===== config.mk =====
export PLATFORM = sky130hd
export DESIGN_NAME = tccw_front
export DESIGN_NICKNAME = d
export VERILOG_FILES = /design/src/rtl/tccw_pkg.sv /design/src/rtl/tccw_front.sv
export SDC_FILE = /design/constraint.sdc
export NUM_CORES = 1
export LEC_CHECK = 0
export ABC_AREA = 1
export BUFFER_PORTS_ARGS = -buffer_cell sky130_fd_sc_hd__buf_2
export CAP_MARGIN = 15
export CORE_UTILIZATION = 40
export CTS_CLUSTER_DIAMETER = 30
export CTS_CLUSTER_SIZE = 16
export DETAILED_ROUTE_END_ITERATION = 8
export PLACE_DENSITY = 0.87
export SYNTH_ARGS = -nofsm -noshare
export SYNTH_HDL_FRONTEND = slang
export SYNTH_SLANG_ARGS = --single-unit

===== constraint.sdc =====
create_clock -name clk -period 2.8 [get_ports clk]
set_input_delay 0.28 -clock clk [delete_from_list [all_inputs] [get_ports clk]]
set_output_delay 0.28 -clock clk [all_outputs]
set_load 0.05 [all_outputs]

===== src/rtl/tccw_pkg.sv =====
// shared types and constants of the text console character writer
package tccw_pkg;

  // fixed field widths
  localparam int CHAR_W = 8;
  localparam int ATTR_W = 8;
  localparam int IDX_W  = 11;
  localparam int POS_W  = 11;

  // control characters and reset attribute
  localparam logic [CHAR_W-1:0] CH_CR = 8'd13;
  localparam logic [CHAR_W-1:0] CH_LF = 8'd10;
  localparam logic [CHAR_W-1:0] CH_BS = 8'd8;
  localparam logic [ATTR_W-1:0] ATTR_RESET = 8'h07;

  // command codes on the input side
  localparam logic CMD_PUT  = 1'b0;
  localparam logic CMD_READ = 1'b1;

  // depth of the queue between front and back
  localparam int QDEPTH = 4;

  // classified operation
  typedef enum logic [2:0] {
    OP_READ,
    OP_IGNORE,
    OP_NEWLINE,
    OP_BACKSPACE,
    OP_PRINT
  } op_t;

  // one queued item
  typedef struct packed {
    op_t               op;
    logic [CHAR_W-1:0] chr;
    logic [IDX_W-1:0]  idx;
  } item_t;

  // back end sequencer states
  typedef enum logic [2:0] {
    ST_CLEAR,
    ST_IDLE,
    ST_EXEC,
    ST_READ,
    ST_COPY,
    ST_BLANK,
    ST_RESP
  } st_t;

endpackage


===== src/rtl/tccw_front.sv =====
// front end: accepts input items and classifies them for the queue
module tccw_front (
  input  logic                        clk,
  input  logic                        rst,
  input  logic                        s_tvalid,
  output logic                        s_tready,
  input  logic [23:0]                 s_tdata,   // char_code[7:0], cell_index[18:8]
  input  logic                        s_tuser,   // cmd
  input  logic                        clearing,
  input  logic                        q_full,
  output logic                        push,
  output tccw_pkg::item_t             push_item
);

  logic            f_valid;
  tccw_pkg::item_t f_item;
  tccw_pkg::item_t cls;
  logic [tccw_pkg::CHAR_W-1:0] chr;

  assign chr = s_tdata[7:0];

  // classify the incoming item
  always_comb begin
    cls.chr = chr;
    cls.idx = s_tdata[18:8];
    if (s_tuser == tccw_pkg::CMD_READ) begin
      cls.op = tccw_pkg::OP_READ;
    end else if (chr == tccw_pkg::CH_CR) begin
      cls.op = tccw_pkg::OP_IGNORE;
    end else if (chr == tccw_pkg::CH_LF) begin
      cls.op = tccw_pkg::OP_NEWLINE;
    end else if (chr == tccw_pkg::CH_BS) begin
      cls.op = tccw_pkg::OP_BACKSPACE;
    end else begin
      cls.op = tccw_pkg::OP_PRINT;
    end
  end

  // handshake with the queue
  assign push      = f_valid && !q_full;
  assign s_tready  = !clearing && (!f_valid || !q_full);
  assign push_item = f_item;

  // holding register
  always_ff @(posedge clk) begin
    if (rst) begin
      f_valid <= 1'b0;
    end else if (s_tvalid && s_tready) begin
      f_valid <= 1'b1;
    end else if (push) begin
      f_valid <= 1'b0;
    end
  end

  always_ff @(posedge clk) begin
    if (s_tvalid && s_tready) begin
      f_item <= cls;
    end
  end

endmodule


==> impl_results.md <==
- Run status: complete, no violations
- CP arrival: 1440 ps
- WL per Instance: ~10 um
- Post-Synthesis Cells: 60
- Vias per cell: 4.114
- H-tree lvl count: 1
- Clock root cell: clkbuf_4
- Final non-filler cell total: 140
- Logic pwr share: 0.164
- Final net count: 144
- Part of the cycle the worst path needs: 0.5152
- Layout cells sized above 1: 0.5133
- P&R area growth vs syn: 37.26%
- Cts bufs inserted: 3
- First-pass GRT wire length: around 1800 um
- Sw Share: 0.2565
- GR Util All Layers: 0.1178
- Critical path required time: 2790 ps
- CP Class: flip-flop to flip-flop
- Ant diodes: 0
- Hold WC Path Type: input pin to flip-flop
- Switching power: 164.2 uW
- Die footprint: around 2300 sq um
- Worst Max-Slew Pin Slew: approximately 470 ps
- Die Wd: 47.82 um
- Hpwl dp: between 1000 and 1500 um
- Row count: 16
- Met3 Use GR: 0.02264
- Final Hold Fails: 0
- Final WS setup: 1358 ps
- Final WL: 1378 um
- Total grt overflow: 0
- CTS clock-pin slew for the worst setup and hold paths: 110 ps
- Synth Net Count: 90
- Clk pwr share: 0.216
- FF-to-FF Start: f_valid$_SDFFE_PP0P_
- Synth cell types: 11
- WHS Path Cells: 1
- Starting density of the core: 0.4279
- Hold_sp: s_tdata[16]
- Worst-skew pair later-pin latency: 290 ps
- Vias in the first global route: around 480
- First-pass detailed-route iteration total: 2
- CTS tree: built
- Final Slew Violations: 0
- CTS sink cnt: 23
- Lkg Pwr: 0.0005486 uW
- Number of remaining DRC errors: 0
- Minimum clock period: between 1000 and 1500 ps
- Worst r2r dst: push_item[6]$_DFFE_PP_
- Tot Pwr: between 600 and 700 uW
- Setup violators final: 0
- Initial antenna violation count: 0
- Yosys warns: 0
- VDD IR-drop max: around 0.24 mV
- Routing usage on met1: 0.1195
- Core ar.: 1962 sq um
- Crit path launch: f_valid$_SDFFE_PP0P_
- Critical path peak fanout: 17
- CTS resizes: 0
- Setup_tns: 0 ps
- Postcts setup bufs: 0
- Synth area leader: edfxtp_1
- Fin util: 0.5874
- Gr busiest metal: met2
- Cell Int Power: 476.0 uW
- Syn_area_per_cell: approximately 14 sq um
- Number of DRC markers in iteration 0: 4
- RSZ-0062 raised after global routing: false
- Fmax: 693.3 MHz
- Vias: approximately 580
- Worst reg2reg path depth: 4
- Largest net degree at the start of global routing: 18
- RePlAce Congestion: 0.6180
- Worst R2R Setup Slack: between 1000 and 1500 ps
- DRT antenna net count: 0
- Hold Path Sink: push_item[8]$_DFFE_PP_
- Max Cap Violations: 0
- Startpoint class of the critical path: flip-flop
- Worst setup EP type: flip-flop
- Cell area power density: 555.6 nW/um^2
- Met2 global-route usage: 0.2297
- Top cell type's share of synthesized area: 0.7869
- Hold buffer count at CTS: 0
- Sequential-to-total area share from yosys stat: 0.8107
- Dpl cells: between 100 and 150
- Num ports: between 50 and 60
- Max Clock Skew: ~3.7 ps
- Seq pwr share: 0.620
- CTS Buffer Depth: 2
- IO Port Bufs: 48
- Ranking of synthesized cells by area: edfxtp_1 79%, inv_1 6.3%, nand2_1 4.0%
- Setup WS pre-CTS: roughly 1200 ps
- Mapped Area: between 800 and 900 sq um
- Register bit total from synthesis: 23
- Die Ht: around 48 um
- Rel. slew slack: 0.6864
sequential cells by signal, indices dropped and copies added (netlist names):
name and flops:
f_valid 1, push_item 22
cells in the mapped netlist:
| master | number |
|---|---|
| nor3_1 | 1 |
| o21ai_0 | 1 |
| edfxtp_1 | 22 |
| nand2_2 | 2 |
| inv_2 | 1 |
| inv_1 | 14 |
| nand2_1 | 9 |
| a21oi_2 | 1 |
| nor2_4 | 1 |
| nor2_1 | 7 |
| dfxtp_1 | 1 |
metrics by stage:
step	hold WS [ps]	instance area, sq um
after CTS	153.6	1152
after global routing	142.4	1152
after floorplan	378.9	839.6
after detailed placement	459.7	1126
after global placement	457.3	1126
final	158.9	1152
critical path, stage by stage (launching register included):
cell and delay [ps]:
dfxtp_1 330, nand2_1 70, inv_1 60, nor3_2 360, buf_4 320
placed cells by master, fill, tap and decap left out:
| cell | instances |
|---|---|
| buf_2 | 48 |
| edfxtp_1 | 22 |
| inv_1 | 14 |
| nand2_1 | 9 |
| nor2_1 | 7 |
| clkbuf_4 | 3 |
| nand2_2 | 2 |
| nor3_2 | 1 |
| o21ai_0 | 1 |
| inv_2 | 1 |
| nor2_4 | 1 |
| a21oi_2 | 1 |
| clkbuf_1 | 1 |
| dfxtp_1 | 1 |
| buf_4 | 1 |
power by group through the flow:
stage          combinational [uW]  sequential (uW)  clock [uW]
6_report                      105              397         139
5_1_grt                       113              399         155
3_3_place_gp                  104              404           0
3_5_place_dp                  106              405           0
2_1_floorplan                21.5              454           0
4_1_cts                       106              397         142
layout make-up:
class | count | area, sq um
flip-flops and latches | 23 | 680.7
clock buffers | 4 | 26.28
fillers | 182 | 809.5
repair buffers | 49 | 247.7
multi-input cells | 22 | 107.6
inverters | 15 | 56.30
well taps | 27 | 33.78
routing by layer:
layer,wire [um],up-vias,share of wire
met5,0,-,0
met4,14,0,0.010
met3,142,2,0.10
li1,-,298,-
met1,516,244,0.37
met2,704,32,0.51
cell families after synthesis:
family / share of synthesized area
flip-flops: 0.8107
AND/OR/NAND/NOR: 0.1058
buffers and inverters: 0.06706
AO/OA/AOI/OAI: 0.01639
worst max-delay path by stage:
stage                                             end
after detailed placement       push_item[4]$_DFFE_PP_
after floorplan                push_item[0]$_DFFE_PP_
after global placement    push_item[20]$_SDFFCE_PP0P_
after CTS                      push_item[8]$_DFFE_PP_
final                          push_item[6]$_DFFE_PP_
after global routing           push_item[6]$_DFFE_PP_
No activity file was read; power rests on OpenSTA's default activity.
