$ cat config.mk
export PLATFORM = sky130hd
export DESIGN_NAME = tccw_fifo
export DESIGN_NICKNAME = d
export VERILOG_FILES = /design/src/rtl/tccw_pkg.sv /design/src/rtl/tccw_fifo.sv
export SDC_FILE = /design/constraint.sdc
export NUM_CORES = 1
export LEC_CHECK = 0
export ABC_AREA = 1
export ABC_CLOCK_PERIOD_IN_PS = 1910
export BUFFER_PORTS_ARGS = -buffer_cell sky130_fd_sc_hd__buf_4
export CAP_MARGIN = 20
export CORE_ASPECT_RATIO = 0.8
export CORE_MARGIN = 2
export CORE_UTILIZATION = 26
export DETAILED_ROUTE_END_ITERATION = 12
export HOLD_SLACK_MARGIN = 0.02
export PLACE_DENSITY = 0.49
export RECOVER_POWER = 100
export SYNTH_ARGS = -nofsm -noshare
export SYNTH_HDL_FRONTEND = slang
export SYNTH_SLANG_ARGS = --single-unit
$ cat constraint.sdc
create_clock -name clk -period 1.91 [get_ports clk]
set_clock_uncertainty 0.1 [all_clocks]
set_input_delay 0.382 -clock clk [delete_from_list [all_inputs] [get_ports clk]]
set_output_delay 0.382 -clock clk [all_outputs]
set_load 0.05 [all_outputs]
$ cat src/rtl/tccw_pkg.sv
// shared types and constants of the text console character writer
package tccw_pkg;

  // fixed field widths
  localparam int CHAR_W = 8;
  localparam int ATTR_W = 8;
  localparam int IDX_W  = 11;
  localparam int POS_W  = 11;

  // control characters and reset attribute
  localparam logic [CHAR_W-1:0] CH_CR = 8'd13;
  localparam logic [CHAR_W-1:0] CH_LF = 8'd10;
  localparam logic [CHAR_W-1:0] CH_BS = 8'd8;
  localparam logic [ATTR_W-1:0] ATTR_RESET = 8'h07;

  // command codes on the input side
  localparam logic CMD_PUT  = 1'b0;
  localparam logic CMD_READ = 1'b1;

  // depth of the queue between front and back
  localparam int QDEPTH = 4;

  // classified operation
  typedef enum logic [2:0] {
    OP_READ,
    OP_IGNORE,
    OP_NEWLINE,
    OP_BACKSPACE,
    OP_PRINT
  } op_t;

  // one queued item
  typedef struct packed {
    op_t               op;
    logic [CHAR_W-1:0] chr;
    logic [IDX_W-1:0]  idx;
  } item_t;

  // back end sequencer states
  typedef enum logic [2:0] {
    ST_CLEAR,
    ST_IDLE,
    ST_EXEC,
    ST_READ,
    ST_COPY,
    ST_BLANK,
    ST_RESP
  } st_t;

endpackage

$ cat src/rtl/tccw_fifo.sv
// short queue of classified items between front and back
module tccw_fifo (
  input  logic            clk,
  input  logic            rst,
  input  logic            push,
  input  tccw_pkg::item_t push_item,
  output logic            full,
  input  logic            pop,
  output logic            q_valid,
  output tccw_pkg::item_t q_item
);

  localparam int PW = $clog2(tccw_pkg::QDEPTH);
  localparam int NW = $clog2(tccw_pkg::QDEPTH + 1);

  tccw_pkg::item_t slots [tccw_pkg::QDEPTH];
  logic [PW-1:0] wr_ptr;
  logic [PW-1:0] rd_ptr;
  logic [NW-1:0] count;

  assign full    = (count == NW'(tccw_pkg::QDEPTH));
  assign q_valid = (count != '0);
  assign q_item  = slots[rd_ptr];

  // pointers and fill count
  always_ff @(posedge clk) begin
    if (rst) begin
      wr_ptr <= '0;
      rd_ptr <= '0;
      count  <= '0;
    end else begin
      if (push) begin
        wr_ptr <= (wr_ptr == PW'(tccw_pkg::QDEPTH - 1)) ? '0 : wr_ptr + PW'(1);
      end
      if (pop) begin
        rd_ptr <= (rd_ptr == PW'(tccw_pkg::QDEPTH - 1)) ? '0 : rd_ptr + PW'(1);
      end
      if (push && !pop) begin
        count <= count + NW'(1);
      end else if (pop && !push) begin
        count <= count - NW'(1);
      end
    end
  end

  // storage
  always_ff @(posedge clk) begin
    if (push) begin
      slots[wr_ptr] <= push_item;
    end
  end

endmodule

==> flow_metrics.tcl <==
set metrics [dict create \
    numPortBuffers 49 \
    grt.overflow.total 0 \
    cts_made_buffers 9 \
    vias_per_cell 4.447 \
    stdcell_count 533 \
    irDropWorstVdd_uv 413.7 \
    ys_warn_count 0 \
    outcome "finished with violations" \
    synth_top_area_share_pct 70.38 \
    synthDominantAreaCellType "edfxtp_1" \
    drive_above_1_share_pct 36.68 \
    cts-hold-fix-buffers 0 \
    r2r_start "wr_ptr[0]" \
    clk_pin_slew_ns 0.06 \
    synthToLayoutAreaGrowth_pct 36.89 \
    die_area_um2 15430 \
    worstSetupPathType "flip-flop to output port" \
    synth_nets 306 \
    htree_levels 3 \
    seqPwrFrac_pct 46.9 \
    r2r_cells 5 \
    sw_frac_of_total_pct 28.20 \
    p_clk_share_pct 34.0 \
    p_sw_mw 1.484 \
    whs_path_depth 2 \
    clk_path_buf_depth 2 \
    nFillCells 1396 \
    cts_sinks 97 \
    finalWorstPathRequiredPeriod_ns 2.009 \
    postSynthAreaPerCell_um2 13.75 \
    fin_ws_ns -0.09890 \
    core_area_um2 14200 \
    mappedNetlistArea_um2 3755 \
    p_int_mw 3.778 \
    finalMaxSlewViolations 0 \
    leakagePower_nw 1.831 \
    ys_ff_latch 97 \
    grtUsageTotal_pct 11.41 \
    path_max_fanout 7 \
    setup_viol 19 \
    synth_edf_count 88 \
    rsz0062_at_grt "true" \
    synth_cell_types 20 \
    finalCritPeriodShare_pct 105.2 \
    routed_wirelength_mm 8.845 \
    grt_pass1_vias 2398 \
    firstDrtPassIters 4 \
    root_buffer "clkbuf_16" \
    async_flop_share_pct 0 \
    initial_core_util_pct 26.44 \
    hold_path.class "input pin to flip-flop" \
    grt_max_degree 23 \
    synthTopCellsByCount "edfxtp_1, nor2_1, o21ai_0, o22ai_1, o21ai_1" \
    cp-end-kind "output port" \
    wire_per_inst_um 16.59 \
    num_rows 39 \
    worstSetupStartpointType "flip-flop" \
    ys_seq_area_share_pct 75.17 \
    relSlewSlack_pct 53.94 \
    synthFlopType "edfxtp_1" \
    die_y_um 111.5 \
    cts_tree "done" \
    clk_latency_ns 0.34 \
    gp_congestion 0.7681 \
    yosys-top-cells-area "edfxtp_1, nor2_1, dfxtp_1, o21ai_0, o22ai_1" \
    antenna_found_initial 0 \
    powerDensity_nw_per_um2 1024 \
    grt_pass1_wl_mm 13.37 \
    drv_cap 0 \
    setup_tns_ns -0.8595 \
    hold_start "rst" \
    crit_required_ns 1.43 \
    place.detailed.hpwl_mm 4.882 \
    diodes 0 \
    nets 377 \
    dp_cells 504 \
    ant_nets 0 \
    hold_violations 0 \
    yosysMostFrequentCell "edfxtp_1" \
    violations "negative setup slack" \
    drt_iter0_drc 123 \
    drc_errors 0 \
    tightest_slew_ns 0.6910 \
    crit_arrival_ns 1.53 \
    synthCells 273 \
    max_freq_ghz 0.4978 \
    r2r_setup_slack_ns 0.22 \
    vias 2370 \
    pwr-share-comb_pct 19.1 \
    io_pins 50 \
    die_w_um 138.4 \
]
==> critical path, cell delays in order, from the launching register on <==
cell	delay (ns)
dfxtp_4	0.43
buf_12	0.23
inv_6	0.08
o21ai_2	0.14
o22ai_2	0.11
buf_6	0.17
==> registers in the layout, indices dropped and copies added, names as in the netlist, named ones only <==
signal	cells
slots	88
wr_ptr	2
count	3
rd_ptr	2
==> layout by cell type (no fill, tap or decap), types with 4 or more instances in the layout <==
master,n
o22ai_1,5
buf_6,17
clkbuf_1,22
ha_1,6
clkbuf_2,5
o22ai_2,17
o21ai_0,18
o21ai_4,4
o21ai_2,19
o21ai_1,6
clkbuf_16,10
inv_1,14
buf_4,13
edfxtp_1,88
nor2_2,13
nor2_1,37
dfxtp_1,7
buf_8,4
nand2_1,9
==> power groups by stage <==
stage / Sequential [mW] / Clock, mW / Combinational, mW
after floorplan: 2.49 / 0 / 0.547
after global routing: 2.48 / 1.91 / 1.07
final: 2.47 / 1.79 / 1.00
after global placement: 2.50 / 0 / 0.819
after detailed placement: 2.50 / 0 / 0.827
after CTS: 2.46 / 1.84 / 0.948
==> routing by layer <==
layer / vias to the layer above / GRT usage [%] / part of all wire (%)
li1: 1144 / - / -
met1: 1176 / 15.30 / 47
met2: 39 / 17.69 / 47
met3: 11 / 3.785 / 4.7
met4: 0 / 3.469 / 1.2
met5: - / 0 / 0
==> cell families (layout without fill, tap and decap cells) <==
kind of cell / count (synthesis) / in the layout / synth area share [%]
DFF: 97 / 97 / 75.17
and+or+nand+nor: 67 / 67 / 6.897
buffers and inverters: 29 / 105 / 4.832
adders and majority gates: 7 / 7 / 2.532
xor gates and xnor gates: 1 / 1 / 0.2333
AOI/OAI and AO/OA: 72 / 72 / 10.33
==> stage by stage <==
step	cell area, um2	total power [mW]	utilization, %	setup WS [ns]	hold slack (ns)
after global placement	4378	3.322	30.83	0.1772	0.4156
after detailed placement	4378	3.331	30.83	0.1296	0.4222
after floorplan	3760	3.040	-	0.0001334	0.3544
after global routing	5140	5.462	36.20	-0.1531	0.1207
final	5140	5.262	36.20	-0.09890	0.1273
after CTS	4966	5.245	34.97	-0.08896	0.1114
==> area by class of cell <==
type	count	area [um2]	share of cell area, %
timing repair buffer	67	564.3	10.98
multi-input combinational	147	1033	20.11
inverter	16	83.83	1.631
clock buffer	9	225.2	4.382
tap	184	230.2	4.479
clock inverter	7	70.07	1.363
sequential	97	2830	55.06
timing repair inverter	6	102.6	1.996
==> repair_timing <==
item | CTS | global route
gates resized for setup | 60 | 64
pin swaps | 7 | 9
gates cloned | 5 | 3
endpoints found under the setup margin | 22 | 22
buffers inserted | 3 | 2
hold endpoints to repair | 0 | 0
==> final timing paths <==
kind	end
max reg2reg	slots[2][0]
min reg2reg	wr_ptr[1]
max	q_item[2]
min	wr_ptr[0]
Note: power is estimated with default switching activity, not from simulation.
